## src/plc_priority_and_backoff_access_core_macros.svh

```systemverilog
// Assertion macros shared by the channel-access core.
`ifndef PLC_PRIORITY_AND_BACKOFF_ACCESS_CORE_MACROS_SVH
`define PLC_PRIORITY_AND_BACKOFF_ACCESS_CORE_MACROS_SVH

// The condition holds at every rising clock edge outside reset.
`define PBA_ASSERT_ALWAYS(label, cond, msg) \
    label: assert property (@(posedge i_clk) disable iff (!i_rst_n) (cond)) \
        else $error(msg);

// The consequent holds in the same cycle as the antecedent.
`define PBA_ASSERT_IMPLIES(label, ante, cons, msg) \
    label: assert property (@(posedge i_clk) disable iff (!i_rst_n) \
        (ante) |-> (cons)) else $error(msg);

// The consequent holds in the cycle after the antecedent.
`define PBA_ASSERT_NEXT(label, ante, cons, msg) \
    label: assert property (@(posedge i_clk) disable iff (!i_rst_n) \
        (ante) |=> (cons)) else $error(msg);

`endif

```

## src/plc_pba_pkg.sv

```systemverilog
// Shared types, codes and table functions of the channel-access core.
package plc_pba_pkg;

    // Access phases.
    localparam logic [2:0] PH_IDLE    = 3'd0;
    localparam logic [2:0] PH_SLOT1   = 3'd1;
    localparam logic [2:0] PH_SLOT2   = 3'd2;
    localparam logic [2:0] PH_BACKOFF = 3'd3;
    localparam logic [2:0] PH_TX      = 3'd4;

    // Operation codes of an input item.
    localparam logic [2:0] OP_REQUEST = 3'd0;
    localparam logic [2:0] OP_SLOT1   = 3'd1;
    localparam logic [2:0] OP_SLOT2   = 3'd2;
    localparam logic [2:0] OP_BACKOFF = 3'd3;
    localparam logic [2:0] OP_TX_DONE = 3'd4;

    // Event codes of a result item.
    localparam logic [2:0] EV_IGNORED  = 3'd0;
    localparam logic [2:0] EV_RESOLVE  = 3'd1;
    localparam logic [2:0] EV_LOST     = 3'd2;
    localparam logic [2:0] EV_BO_START = 3'd3;
    localparam logic [2:0] EV_TRANSMIT = 3'd4;
    localparam logic [2:0] EV_REJECTED = 3'd5;
    localparam logic [2:0] EV_BO_CONT  = 3'd6;
    localparam logic [2:0] EV_TX_END   = 3'd7;

    // Contention window selects.
    localparam logic [1:0] WIN_7  = 2'd0;
    localparam logic [1:0] WIN_15 = 2'd1;
    localparam logic [1:0] WIN_31 = 2'd2;
    localparam logic [1:0] WIN_63 = 2'd3;

    localparam logic [1:0] STAGE_MAX    = 2'd3;
    localparam logic [5:0] WINDOW_RESET = 6'd7;

    typedef struct packed {
        logic [2:0] op;
        logic [1:0] priority_req;
        logic       heard;
        logic       busy_req;
        logic [5:0] random;
    } t_item;

    typedef struct packed {
        logic [2:0] event_res;
        logic       send_priority_signal;
        logic [1:0] backoff_stage;
        logic [3:0] deferral_count;
        logic [5:0] backoff_count;
        logic [5:0] contention_window;
    } t_result;

    typedef struct packed {
        logic [2:0] phase;
        logic [1:0] held_priority;
        logic       first_heard;
        logic [1:0] stage;
        logic [3:0] defer_left;
        logic [5:0] slots_left;
        logic [5:0] window;
    } t_state;

    function automatic logic [3:0] defer_of(input logic [1:0] stage);
        logic [3:0] d;
        unique case (stage)
            2'd0: d = 4'd0;
            2'd1: d = 4'd1;
            2'd2: d = 4'd3;
            default: d = 4'd15;
        endcase
        return d;
    endfunction

    // High priorities (CA2, CA3) use the narrower windows in the upper stages.
    function automatic logic [1:0] win_sel_of(input logic [1:0] stage,
                                              input logic high_prio);
        logic [1:0] s;
        unique case (stage)
            2'd0: s = WIN_7;
            2'd1: s = WIN_15;
            2'd2: s = high_prio ? WIN_15 : WIN_31;
            default: s = high_prio ? WIN_31 : WIN_63;
        endcase
        return s;
    endfunction

    function automatic logic [5:0] win_value(input logic [1:0] sel);
        logic [5:0] w;
        unique case (sel)
            WIN_7:  w = 6'd7;
            WIN_15: w = 6'd15;
            WIN_31: w = 6'd31;
            default: w = 6'd63;
        endcase
        return w;
    endfunction

    // Remainder by 2^k - 1: fold the high bits onto the low bits, then one
    // compare and subtract.
    function automatic logic [5:0] mod_window(input logic [5:0] rnd,
                                              input logic [1:0] sel);
        logic [3:0] f7a;
        logic [3:0] f7b;
        logic [4:0] f15;
        logic [5:0] f31;
        logic [5:0] r;
        f7a = {1'b0, rnd[2:0]} + {1'b0, rnd[5:3]};
        f7b = {1'b0, f7a[2:0]} + {3'b000, f7a[3]};
        f15 = {1'b0, rnd[3:0]} + {3'b000, rnd[5:4]};
        f31 = {1'b0, rnd[4:0]} + {5'b00000, rnd[5]};
        unique case (sel)
            WIN_7:  r = (f7b >= 4'd7) ? {2'b00, 4'(f7b - 4'd7)} : {2'b00, f7b};
            WIN_15: r = (f15 >= 5'd15) ? {1'b0, 5'(f15 - 5'd15)} : {1'b0, f15};
            WIN_31: r = (f31 >= 6'd31) ? 6'(f31 - 6'd31) : f31;
            default: r = (rnd == 6'd63) ? 6'd0 : rnd;
        endcase
        return r;
    endfunction

endpackage

```

## src/plc_pba_if.sv

```systemverilog
// Valid/ready channel interfaces for the request and result streams.
interface plc_pba_in_if import plc_pba_pkg::*; ();
    logic       valid;
    logic       ready;
    logic [2:0] op;
    logic [1:0] priority_req;
    logic       heard;
    logic       busy_req;
    logic [5:0] random;

    modport source (output valid, op, priority_req, heard, busy_req, random,
                    input ready);
    modport sink   (input valid, op, priority_req, heard, busy_req, random,
                    output ready);
endinterface

interface plc_pba_out_if import plc_pba_pkg::*; ();
    logic       valid;
    logic       ready;
    logic [2:0] event_res;
    logic       send_priority_signal;
    logic [1:0] backoff_stage;
    logic [3:0] deferral_count;
    logic [5:0] backoff_count;
    logic [5:0] contention_window;

    modport source (output valid, event_res, send_priority_signal, backoff_stage,
                    deferral_count, backoff_count, contention_window,
                    input ready);
    modport sink   (input valid, event_res, send_priority_signal, backoff_stage,
                    deferral_count, backoff_count, contention_window,
                    output ready);
endinterface

```

## src/plc_priority_and_backoff_access_core.sv

```systemverilog
// Top level of the power-line priority resolution and backoff access core.
//
// Usage:
// The core takes access events on the i_in channel (frame request, end of the
// first or second priority slot, backoff slot tick, transmit done) and returns
// exactly one result per event on the o_out channel. Each result carries the
// event code, whether to assert the priority signal in the next slot, and the
// backoff stage, deferral counter, backoff counter and contention window as
// they stand after the event.
// A result is registered in the output entry when that entry is free or
// being taken, else in the skid entry. Throughput is one transfer per cycle
// while the skid entry is empty; the whole update of the access state is one
// pass of logic between the state registers and the result register.
// A two-entry result buffer parts the channels. While the receiver stalls,
// one more input transfer is taken into the skid entry; after that i_in.ready
// drops until the receiver takes a result.
// Reset (synchronous, active low) returns the core to idle with all counters
// at zero, the window at seven and both result entries empty.
`include "plc_priority_and_backoff_access_core_macros.svh"

module plc_priority_and_backoff_access_core import plc_pba_pkg::*; (
    input  logic              i_clk,
    input  logic              i_rst_n,
    plc_pba_in_if.sink        i_in,
    plc_pba_out_if.source     o_out
);

    t_state  r_state;
    t_state  n_state;
    t_item   item;
    t_result step_result;
    t_result buf_result;
    logic    in_ready;
    logic    in_fire;

    // Gather the input payload into one item.
    assign item.op           = i_in.op;
    assign item.priority_req = i_in.priority_req;
    assign item.heard        = i_in.heard;
    assign item.busy_req     = i_in.busy_req;
    assign item.random       = i_in.random;

    assign i_in.ready = in_ready;
    assign in_fire    = i_in.valid && in_ready;

    // Event decode and counter update for the current access state.
    plc_pba_step u_step (
        .i_state  (r_state),
        .i_item   (item),
        .o_state  (n_state),
        .o_result (step_result)
    );

    // The access state advances on every input transfer.
    always_ff @(posedge i_clk) begin
        if (!i_rst_n) begin
            r_state.phase         <= PH_IDLE;
            r_state.held_priority <= 2'd0;
            r_state.first_heard   <= 1'b0;
            r_state.stage         <= 2'd0;
            r_state.defer_left    <= 4'd0;
            r_state.slots_left    <= 6'd0;
            r_state.window        <= WINDOW_RESET;
        end else if (in_fire) begin
            r_state <= n_state;
        end
    end

    // Results wait here for the receiver.
    plc_pba_outbuf u_outbuf (
        .i_clk   (i_clk),
        .i_rst_n (i_rst_n),
        .i_valid (i_in.valid),
        .o_ready (in_ready),
        .i_data  (step_result),
        .o_valid (o_out.valid),
        .i_ready (o_out.ready),
        .o_data  (buf_result)
    );

    assign o_out.event_res            = buf_result.event_res;
    assign o_out.send_priority_signal = buf_result.send_priority_signal;
    assign o_out.backoff_stage        = buf_result.backoff_stage;
    assign o_out.deferral_count       = buf_result.deferral_count;
    assign o_out.backoff_count        = buf_result.backoff_count;
    assign o_out.contention_window    = buf_result.contention_window;

    // A transmit event always leaves the core in the transmitting phase.
    `PBA_ASSERT_NEXT(a_tx_enters_phase, in_fire && step_result.event_res == EV_TRANSMIT, r_state.phase == PH_TX, "transmit event did not enter transmitting phase")

    // While transmitting, the stage and both counters have been cleared.
    `PBA_ASSERT_IMPLIES(a_tx_counters_clear, r_state.phase == PH_TX, r_state.stage == 2'd0 && r_state.defer_left == 4'd0 && r_state.slots_left == 6'd0, "counters not clear while transmitting")

    // During backoff the slot counter stays below the contention window.
    `PBA_ASSERT_IMPLIES(a_slots_in_window, r_state.phase == PH_BACKOFF, r_state.slots_left < r_state.window, "backoff counter outside the window")

    // The priority signal is only requested with a resolution event.
    `PBA_ASSERT_IMPLIES(a_signal_on_resolve, o_out.valid && o_out.send_priority_signal, o_out.event_res == EV_RESOLVE, "priority signal outside resolution")

endmodule

```

## src/plc_pba_step.sv

```systemverilog
// Next-state and result logic for one access event.
module plc_pba_step import plc_pba_pkg::*; (
    input  t_state  i_state,
    input  t_item   i_item,
    output t_state  o_state,
    output t_result o_result
);

    t_state     n_st;
    logic [2:0] ev;
    logic       sig;
    logic       lost;
    logic [1:0] draw_stage;
    logic [1:0] draw_sel;
    logic [3:0] dec_defer;
    logic [5:0] dec_slots;
    logic [1:0] busy_stage;

    always_comb begin
        dec_slots  = (i_state.slots_left != 6'd0) ? 6'(i_state.slots_left - 6'd1)
                                                  : 6'd0;
        dec_defer  = (i_state.defer_left != 4'd0) ? 4'(i_state.defer_left - 4'd1)
                                                  : 4'd0;
        busy_stage = (i_state.stage < STAGE_MAX) ? 2'(i_state.stage + 2'd1)
                                                 : STAGE_MAX;
        // A win at the second slot draws at stage zero; a busy slot that
        // runs out of deferral draws at the raised stage.
        draw_stage = (i_state.phase == PH_BACKOFF) ? busy_stage : 2'd0;
        draw_sel   = win_sel_of(draw_stage, i_state.held_priority[1]);

        unique case (i_state.held_priority)
            2'd0: lost = i_state.first_heard | i_item.heard;
            2'd1: lost = i_state.first_heard;
            2'd2: lost = i_state.first_heard & i_item.heard;
            default: lost = 1'b0;
        endcase

        n_st = i_state;
        ev   = EV_IGNORED;
        sig  = 1'b0;

        unique case (i_item.op)
            OP_REQUEST: begin
                if (i_state.phase == PH_IDLE) begin
                    n_st.held_priority = i_item.priority_req;
                    n_st.first_heard   = 1'b0;
                    n_st.phase         = PH_SLOT1;
                    sig                = i_item.priority_req[1];
                    ev                 = EV_RESOLVE;
                end else begin
                    ev = EV_REJECTED;
                end
            end
            OP_SLOT1: begin
                if (i_state.phase == PH_SLOT1) begin
                    n_st.first_heard = i_item.heard;
                    n_st.phase       = PH_SLOT2;
                    sig              = i_state.held_priority[0];
                    ev               = EV_RESOLVE;
                end
            end
            OP_SLOT2: begin
                if (i_state.phase == PH_SLOT2) begin
                    if (lost) begin
                        n_st.stage      = 2'd0;
                        n_st.defer_left = 4'd0;
                        n_st.slots_left = 6'd0;
                        n_st.phase      = PH_IDLE;
                        ev              = EV_LOST;
                    end else begin
                        n_st.stage      = 2'd0;
                        n_st.defer_left = defer_of(2'd0);
                        n_st.window     = win_value(draw_sel);
                        n_st.slots_left = mod_window(i_item.random, draw_sel);
                        n_st.phase      = PH_BACKOFF;
                        ev              = EV_BO_START;
                    end
                end
            end
            OP_BACKOFF: begin
                if (i_state.phase == PH_BACKOFF) begin
                    if (i_item.busy_req) begin
                        n_st.slots_left = dec_slots;
                        n_st.defer_left = dec_defer;
                        if (dec_defer == 4'd0) begin
                            n_st.stage      = busy_stage;
                            n_st.defer_left = defer_of(busy_stage);
                            n_st.window     = win_value(draw_sel);
                            n_st.slots_left = mod_window(i_item.random, draw_sel);
                        end
                        ev = EV_BO_CONT;
                    end else if (dec_slots == 6'd0) begin
                        n_st.stage      = 2'd0;
                        n_st.defer_left = 4'd0;
                        n_st.slots_left = 6'd0;
                        n_st.phase      = PH_TX;
                        ev              = EV_TRANSMIT;
                    end else begin
                        n_st.slots_left = dec_slots;
                        ev              = EV_BO_CONT;
                    end
                end
            end
            OP_TX_DONE: begin
                if (i_state.phase == PH_TX) begin
                    n_st.phase = PH_IDLE;
                    ev         = EV_TX_END;
                end
            end
            default: begin
                ev = EV_IGNORED;
            end
        endcase

        o_state                       = n_st;
        o_result.event_res            = ev;
        o_result.send_priority_signal = sig;
        o_result.backoff_stage        = n_st.stage;
        o_result.deferral_count       = n_st.defer_left;
        o_result.backoff_count        = n_st.slots_left;
        o_result.contention_window    = n_st.window;
    end

endmodule

```

## src/plc_pba_outbuf.sv

```systemverilog
// Two-entry result buffer (output register plus skid register).
module plc_pba_outbuf import plc_pba_pkg::*; (
    input  logic    i_clk,
    input  logic    i_rst_n,
    input  logic    i_valid,
    output logic    o_ready,
    input  t_result i_data,
    output logic    o_valid,
    input  logic    i_ready,
    output t_result o_data
);

    logic    r_out_valid;
    logic    r_skid_valid;
    t_result r_out;
    t_result r_skid;
    logic    in_take;
    logic    out_take;

    assign o_ready  = !r_skid_valid;
    assign in_take  = i_valid && !r_skid_valid;
    assign out_take = r_out_valid && i_ready;
    assign o_valid  = r_out_valid;
    assign o_data   = r_out;

    always_ff @(posedge i_clk) begin
        if (!i_rst_n) begin
            r_out_valid  <= 1'b0;
            r_skid_valid <= 1'b0;
        end else begin
            if (r_skid_valid) begin
                if (out_take) begin
                    r_out_valid  <= 1'b1;
                    r_skid_valid <= 1'b0;
                end
            end else if (in_take) begin
                if (!r_out_valid || out_take) begin
                    r_out_valid <= 1'b1;
                end else begin
                    r_skid_valid <= 1'b1;
                end
            end else if (out_take) begin
                r_out_valid <= 1'b0;
            end
        end
    end

    always_ff @(posedge i_clk) begin
        if (r_skid_valid) begin
            if (out_take) begin
                r_out <= r_skid;
            end
        end else if (in_take) begin
            if (!r_out_valid || out_take) begin
                r_out <= i_data;
            end else begin
                r_skid <= i_data;
            end
        end
    end

endmodule

```

## src/flat_wrapper.sv

```systemverilog
// flat-port wrapper written by rule: the top's interface ports become plain ports
module plc_priority_and_backoff_access_core_flat import plc_pba_pkg::*;
  (i_clk, i_rst_n, i_in_valid, i_in_op, i_in_priority_req, i_in_heard, i_in_busy_req, i_in_random, i_in_ready, o_out_valid, o_out_event_res, o_out_send_priority_signal, o_out_backoff_stage, o_out_deferral_count, o_out_backoff_count, o_out_contention_window, o_out_ready);
  plc_pba_in_if i_in_i ();
  plc_pba_out_if o_out_i ();
  input  logic i_clk;
  input  logic i_rst_n;
  input wire logic [$bits(i_in_i.valid)-1:0] i_in_valid;
  input wire logic [$bits(i_in_i.op)-1:0] i_in_op;
  input wire logic [$bits(i_in_i.priority_req)-1:0] i_in_priority_req;
  input wire logic [$bits(i_in_i.heard)-1:0] i_in_heard;
  input wire logic [$bits(i_in_i.busy_req)-1:0] i_in_busy_req;
  input wire logic [$bits(i_in_i.random)-1:0] i_in_random;
  output wire logic [$bits(i_in_i.ready)-1:0] i_in_ready;
  output wire logic [$bits(o_out_i.valid)-1:0] o_out_valid;
  output wire logic [$bits(o_out_i.event_res)-1:0] o_out_event_res;
  output wire logic [$bits(o_out_i.send_priority_signal)-1:0] o_out_send_priority_signal;
  output wire logic [$bits(o_out_i.backoff_stage)-1:0] o_out_backoff_stage;
  output wire logic [$bits(o_out_i.deferral_count)-1:0] o_out_deferral_count;
  output wire logic [$bits(o_out_i.backoff_count)-1:0] o_out_backoff_count;
  output wire logic [$bits(o_out_i.contention_window)-1:0] o_out_contention_window;
  input wire logic [$bits(o_out_i.ready)-1:0] o_out_ready;
  assign i_in_i.valid = i_in_valid;
  assign i_in_i.op = i_in_op;
  assign i_in_i.priority_req = i_in_priority_req;
  assign i_in_i.heard = i_in_heard;
  assign i_in_i.busy_req = i_in_busy_req;
  assign i_in_i.random = i_in_random;
  assign i_in_ready = i_in_i.ready;
  assign o_out_valid = o_out_i.valid;
  assign o_out_event_res = o_out_i.event_res;
  assign o_out_send_priority_signal = o_out_i.send_priority_signal;
  assign o_out_backoff_stage = o_out_i.backoff_stage;
  assign o_out_deferral_count = o_out_i.deferral_count;
  assign o_out_backoff_count = o_out_i.backoff_count;
  assign o_out_contention_window = o_out_i.contention_window;
  assign o_out_i.ready = o_out_ready;
  plc_priority_and_backoff_access_core u_core (.i_clk(i_clk), .i_rst_n(i_rst_n), .i_in(i_in_i), .o_out(o_out_i));
endmodule
```

## config.mk

```make
export PLATFORM = sky130hd
export DESIGN_NAME = plc_priority_and_backoff_access_core_flat
export DESIGN_NICKNAME = d
export VERILOG_FILES = /design/src/plc_pba_pkg.sv /design/src/plc_pba_if.sv /design/src/plc_priority_and_backoff_access_core.sv /design/src/plc_pba_step.sv /design/src/plc_pba_outbuf.sv /design/src/flat_wrapper.sv
export VERILOG_INCLUDE_DIRS = /design/src /design/src/src
export SDC_FILE = /design/constraint.sdc
export NUM_CORES = 1
export LEC_CHECK = 0
export ABC_CLOCK_PERIOD_IN_PS = 8200
export BUFFER_PORTS_ARGS = -buffer_cell sky130_fd_sc_hd__buf_2
export CAP_MARGIN = 0
export CORE_MARGIN = 4
export CORE_UTILIZATION = 50
export CTS_BUF_LIST = sky130_fd_sc_hd__clkbuf_2
export CTS_CLUSTER_SIZE = 12
export DETAILED_ROUTE_END_ITERATION = 16
export GPL_TIMING_DRIVEN = 0
export HOLD_SLACK_MARGIN = 0.12
export PLACE_DENSITY = 0.69
export SYNTH_ARGS = -nofsm -noshare
export SYNTH_HDL_FRONTEND = slang
export SYNTH_HIERARCHICAL = 1
export SYNTH_SLANG_ARGS = --single-unit
```

## constraint.sdc

```tcl
create_clock -name i_clk -period 8.2 [get_ports i_clk]
set_clock_uncertainty 0.1 [all_clocks]
set_input_delay 1.64 -clock i_clk [delete_from_list [all_inputs] [get_ports i_clk]]
set_output_delay 1.64 -clock i_clk [all_outputs]
set_load 0.02 [all_outputs]
```

==> results.cfg <==
[setup_path]
crit_arrival_ns = 4.77
critPathMaxStageDelay_ns = 0.50
cpLargestDelayFamily = compound AO/OA/AOI/OAI gates
worstPathCellList = buf_2 -> ha_1 -> fa_1 -> ha_1 -> nand2_1 -> nor2_1 -> ha_1 -> a31oi_1 -> nand3b_1 -> o221ai_1 -> a2111oi_0 -> o21ai_0 -> mux2_4
startpoint_type = primary input
r2r_slack_ns = 5.07
endpoint_kind = register
worstPathMaxFanout = 6
crit_required_ns = 8.39
crit_top_cell = ha_1
worstPathBufferInverterCount = 1
crit_end = u_core/u_outbuf/o_data[8]
slowest_stage = fa_1
reg2regPathDepth = 8
path_class = in2reg
r2r_start = u_core/r_state[23]
startpoint = i_in_random[0]
cp.depth = 13
timing.rr.end = u_core/r_state[9]

[sta]
tightest_slew_ns = 1.00
fmax_mhz = 219
max_slew_margin = 0.332
finalCritPeriodShare = 0.558
hold_viol = 0
rsz0062_at_grt = false
finalSetupViolCount = 0
holdWs_ns = 0.376
period_minus_slack_ns = 4.58
setup_tns_ns = 0
slew_viol_final = 0

[routing]
wirelength_um = 11400
avgRoutedWirePerCell_um = 16.7
dr_wl_met2_um = 5220
topRoutingLayerUsed = met4
drtPass1Iterations = 5
drtIter0Drc = 403
ant_nets = 0
dr_wl_met3_um = 694
met1_length_um = 5340
route.vias.total = 3981
vias_per_cell = 5.84
drc_errors = 0

[floorplanning]
io_pins = 41
die_height_um = 106
die-area_mm2 = 0.0113
coreArea_mm2 = 0.00933
die_w_um = 106
start_util = 0.516
fp-row-count = 35

[placement]
gp_congestion = 0.937
io_buffers = 40
placed_cell_area_mm2 = 0.00521
hpwlAfterDp_um = 8480
dp_cells = 666

[finish]
fillers = 856
design_area_mm2 = 0.00536
diodes = 0
nets = 582
area_growth_pct = 11.3
layout-drive-gt1-share = 0.288
instances_no_fill = 682

[synthesis]
synth_most_common_cell = nand2_1
synth_cell_type_count = 78
synth_seq_area_share = 0.382
syn_nets = 530
synthMuxAreaShare = 0.0818
yosysWarningCount = 6
yosys.area_share.simple = 0.203
synth_top_family_by_area = simple AND/OR/NAND/NOR gates
netlist.area_leader.share = 0.274
synth_ff_type = edfxtp_1
synth-xor-area-share = 0.0164
yosysTopAreaCell = edfxtp_1
synthTopCellsByArea = edfxtp_1 27%, dfxtp_1 11%, mux2_4 5.0%, nand2_1 4.3%, ha_1 3.9%
synth_compound_area_frac = 0.181
synth_cells = 496
ys_ff_latch = 70
syn-cell-area_mm2 = 0.00482
synth-adder-area-share = 0.0473
avgSynthCellArea_um2 = 9.71
synth_common_cells = 55 x nand2_1, 44 x edfxtp_1, 26 x dfxtp_1
synth_edf_count = 44
synthArstFlopShare = 0

[clock_network]
cts_buffers = 9
hold_buffers = 0
root_buffer = clkbuf_2
cts_num_sinks = 70
post_cts_buffers = 0
cts-resized-gates = 0
clock_path_buffers = 2
clk_pin_slew_ns = 0.22
ctsHtreeMaxLevel = 3
cts_tree = yes
clkLatencyLatePin_ns = 0.52

[pwr]
p_clk_frac = 0.308
seq_power_share = 0.496
p_comb_frac = 0.195
p_total_uw = 793
p_per_area_mw_per_mm2 = 148
leakage_nw = 2.07
power.switching_uw = 235
p_int_uw = 558
power_switching_share = 0.297
peakVddDrop_mv = 0.0695

[worst_hold_path]
min_path_type = reg2reg

[global_routing]
antenna_found_initial = 0
grt_pass1_vias = 3665
grt_pass1_wl_um = 18500
grt.overflow.total = 0
grt_max_degree = 23
grtUsageTotal = 0.203

[run_status]
status = complete, no violations

[run]
drv_cap = 0
==> flip-flops by register name (all words and copies together), names as in the netlist <==
register                      cells
u_core/r_state                   24
u_core/u_outbuf/o_data           22
u_core/u_outbuf/r_skid           22
u_core/u_outbuf/o_valid           1
u_core/u_outbuf/r_skid_valid      1
==> layout by cell type, fill, tap and decap left out, drive strengths merged, types with 15 or more instances in the layout <==
cell type and n:
nor2 21, inv 25, o21ai 48, nand3 17, mux2 27, clkbuf 19
nand2 55, ha 15, buf 79, edfxtp 44, a21oi 15, dfxtp 26
nand4 23
==> routing by layer <==
metal,vias up,track usage
li1,1939,-
met1,1888,0.291
met3,10,0.0401
met2,144,0.317
met4,0,0.0481
met5,-,0
==> cell type report <==
type	count	area [um2]	share of cell area
multi-input combinational	355	2550	0.476
buffer	48	340	0.0635
tap	129	161	0.0301
timing repair buffer	41	228	0.0425
clock buffer	9	45.0	0.00840
sequential	70	1840	0.344
clock inverter	7	106	0.0198
inverter	23	86.3	0.0161
==> stage by stage <==
stage	worst slack (ns)	utilization
after global routing	3.41	0.575
after detailed placement	3.09	0.559
final	3.62	0.575
after floorplan	3.68	-
after CTS	3.66	0.575
after global placement	3.20	0.555
==> worst reg2reg max path: stages (launching register included) <==
cell,delay [ns]
dfxtp_1,0.36
clkbuf_1,0.21
nor4bb_1,0.55
o2111ai_1,0.55
and2_1,0.42
o31ai_1,0.53
buf_4,0.20
nand4_1,0.08
o21ai_2,0.07
==> logic make-up after synthesis <==
family	count (synthesis)
adders and majority gates	17
xor gates and xnor gates	9
buffers and inverters	71
muxes	30
and+or+nand+nor	181
AOI/OAI and AO/OA	118
DFF	70
==> power groups by stage <==
stage | clock (mW) | sequential, mW | combinational, mW
after CTS | 0.248 | 0.394 | 0.155
after floorplan | 0 | 0.413 | 0.0987
after detailed placement | 0 | 0.401 | 0.154
after global placement | 0 | 0.401 | 0.147
final | 0.245 | 0.394 | 0.155
after global routing | 0.267 | 0.395 | 0.169
==> how the worst min path moves through the flow <==
| stage | from | to | depth (start not counted) |
|---|---|---|---|
| 5_1_grt | u_core/r_state[6] | u_core/r_state[6] | 2 |
| 4_1_cts | u_core/r_state[5] | u_core/r_state[5] | 2 |
| 3_3_place_gp | u_core/r_state[5] | u_core/r_state[5] | 2 |
| 3_5_place_dp | u_core/r_state[5] | u_core/r_state[5] | 2 |
| 6_report | u_core/r_state[5] | u_core/r_state[5] | 2 |
| 2_1_floorplan | u_core/r_state[5] | u_core/r_state[5] | 2 |
No activity file was read; power rests on OpenSTA's default activity.
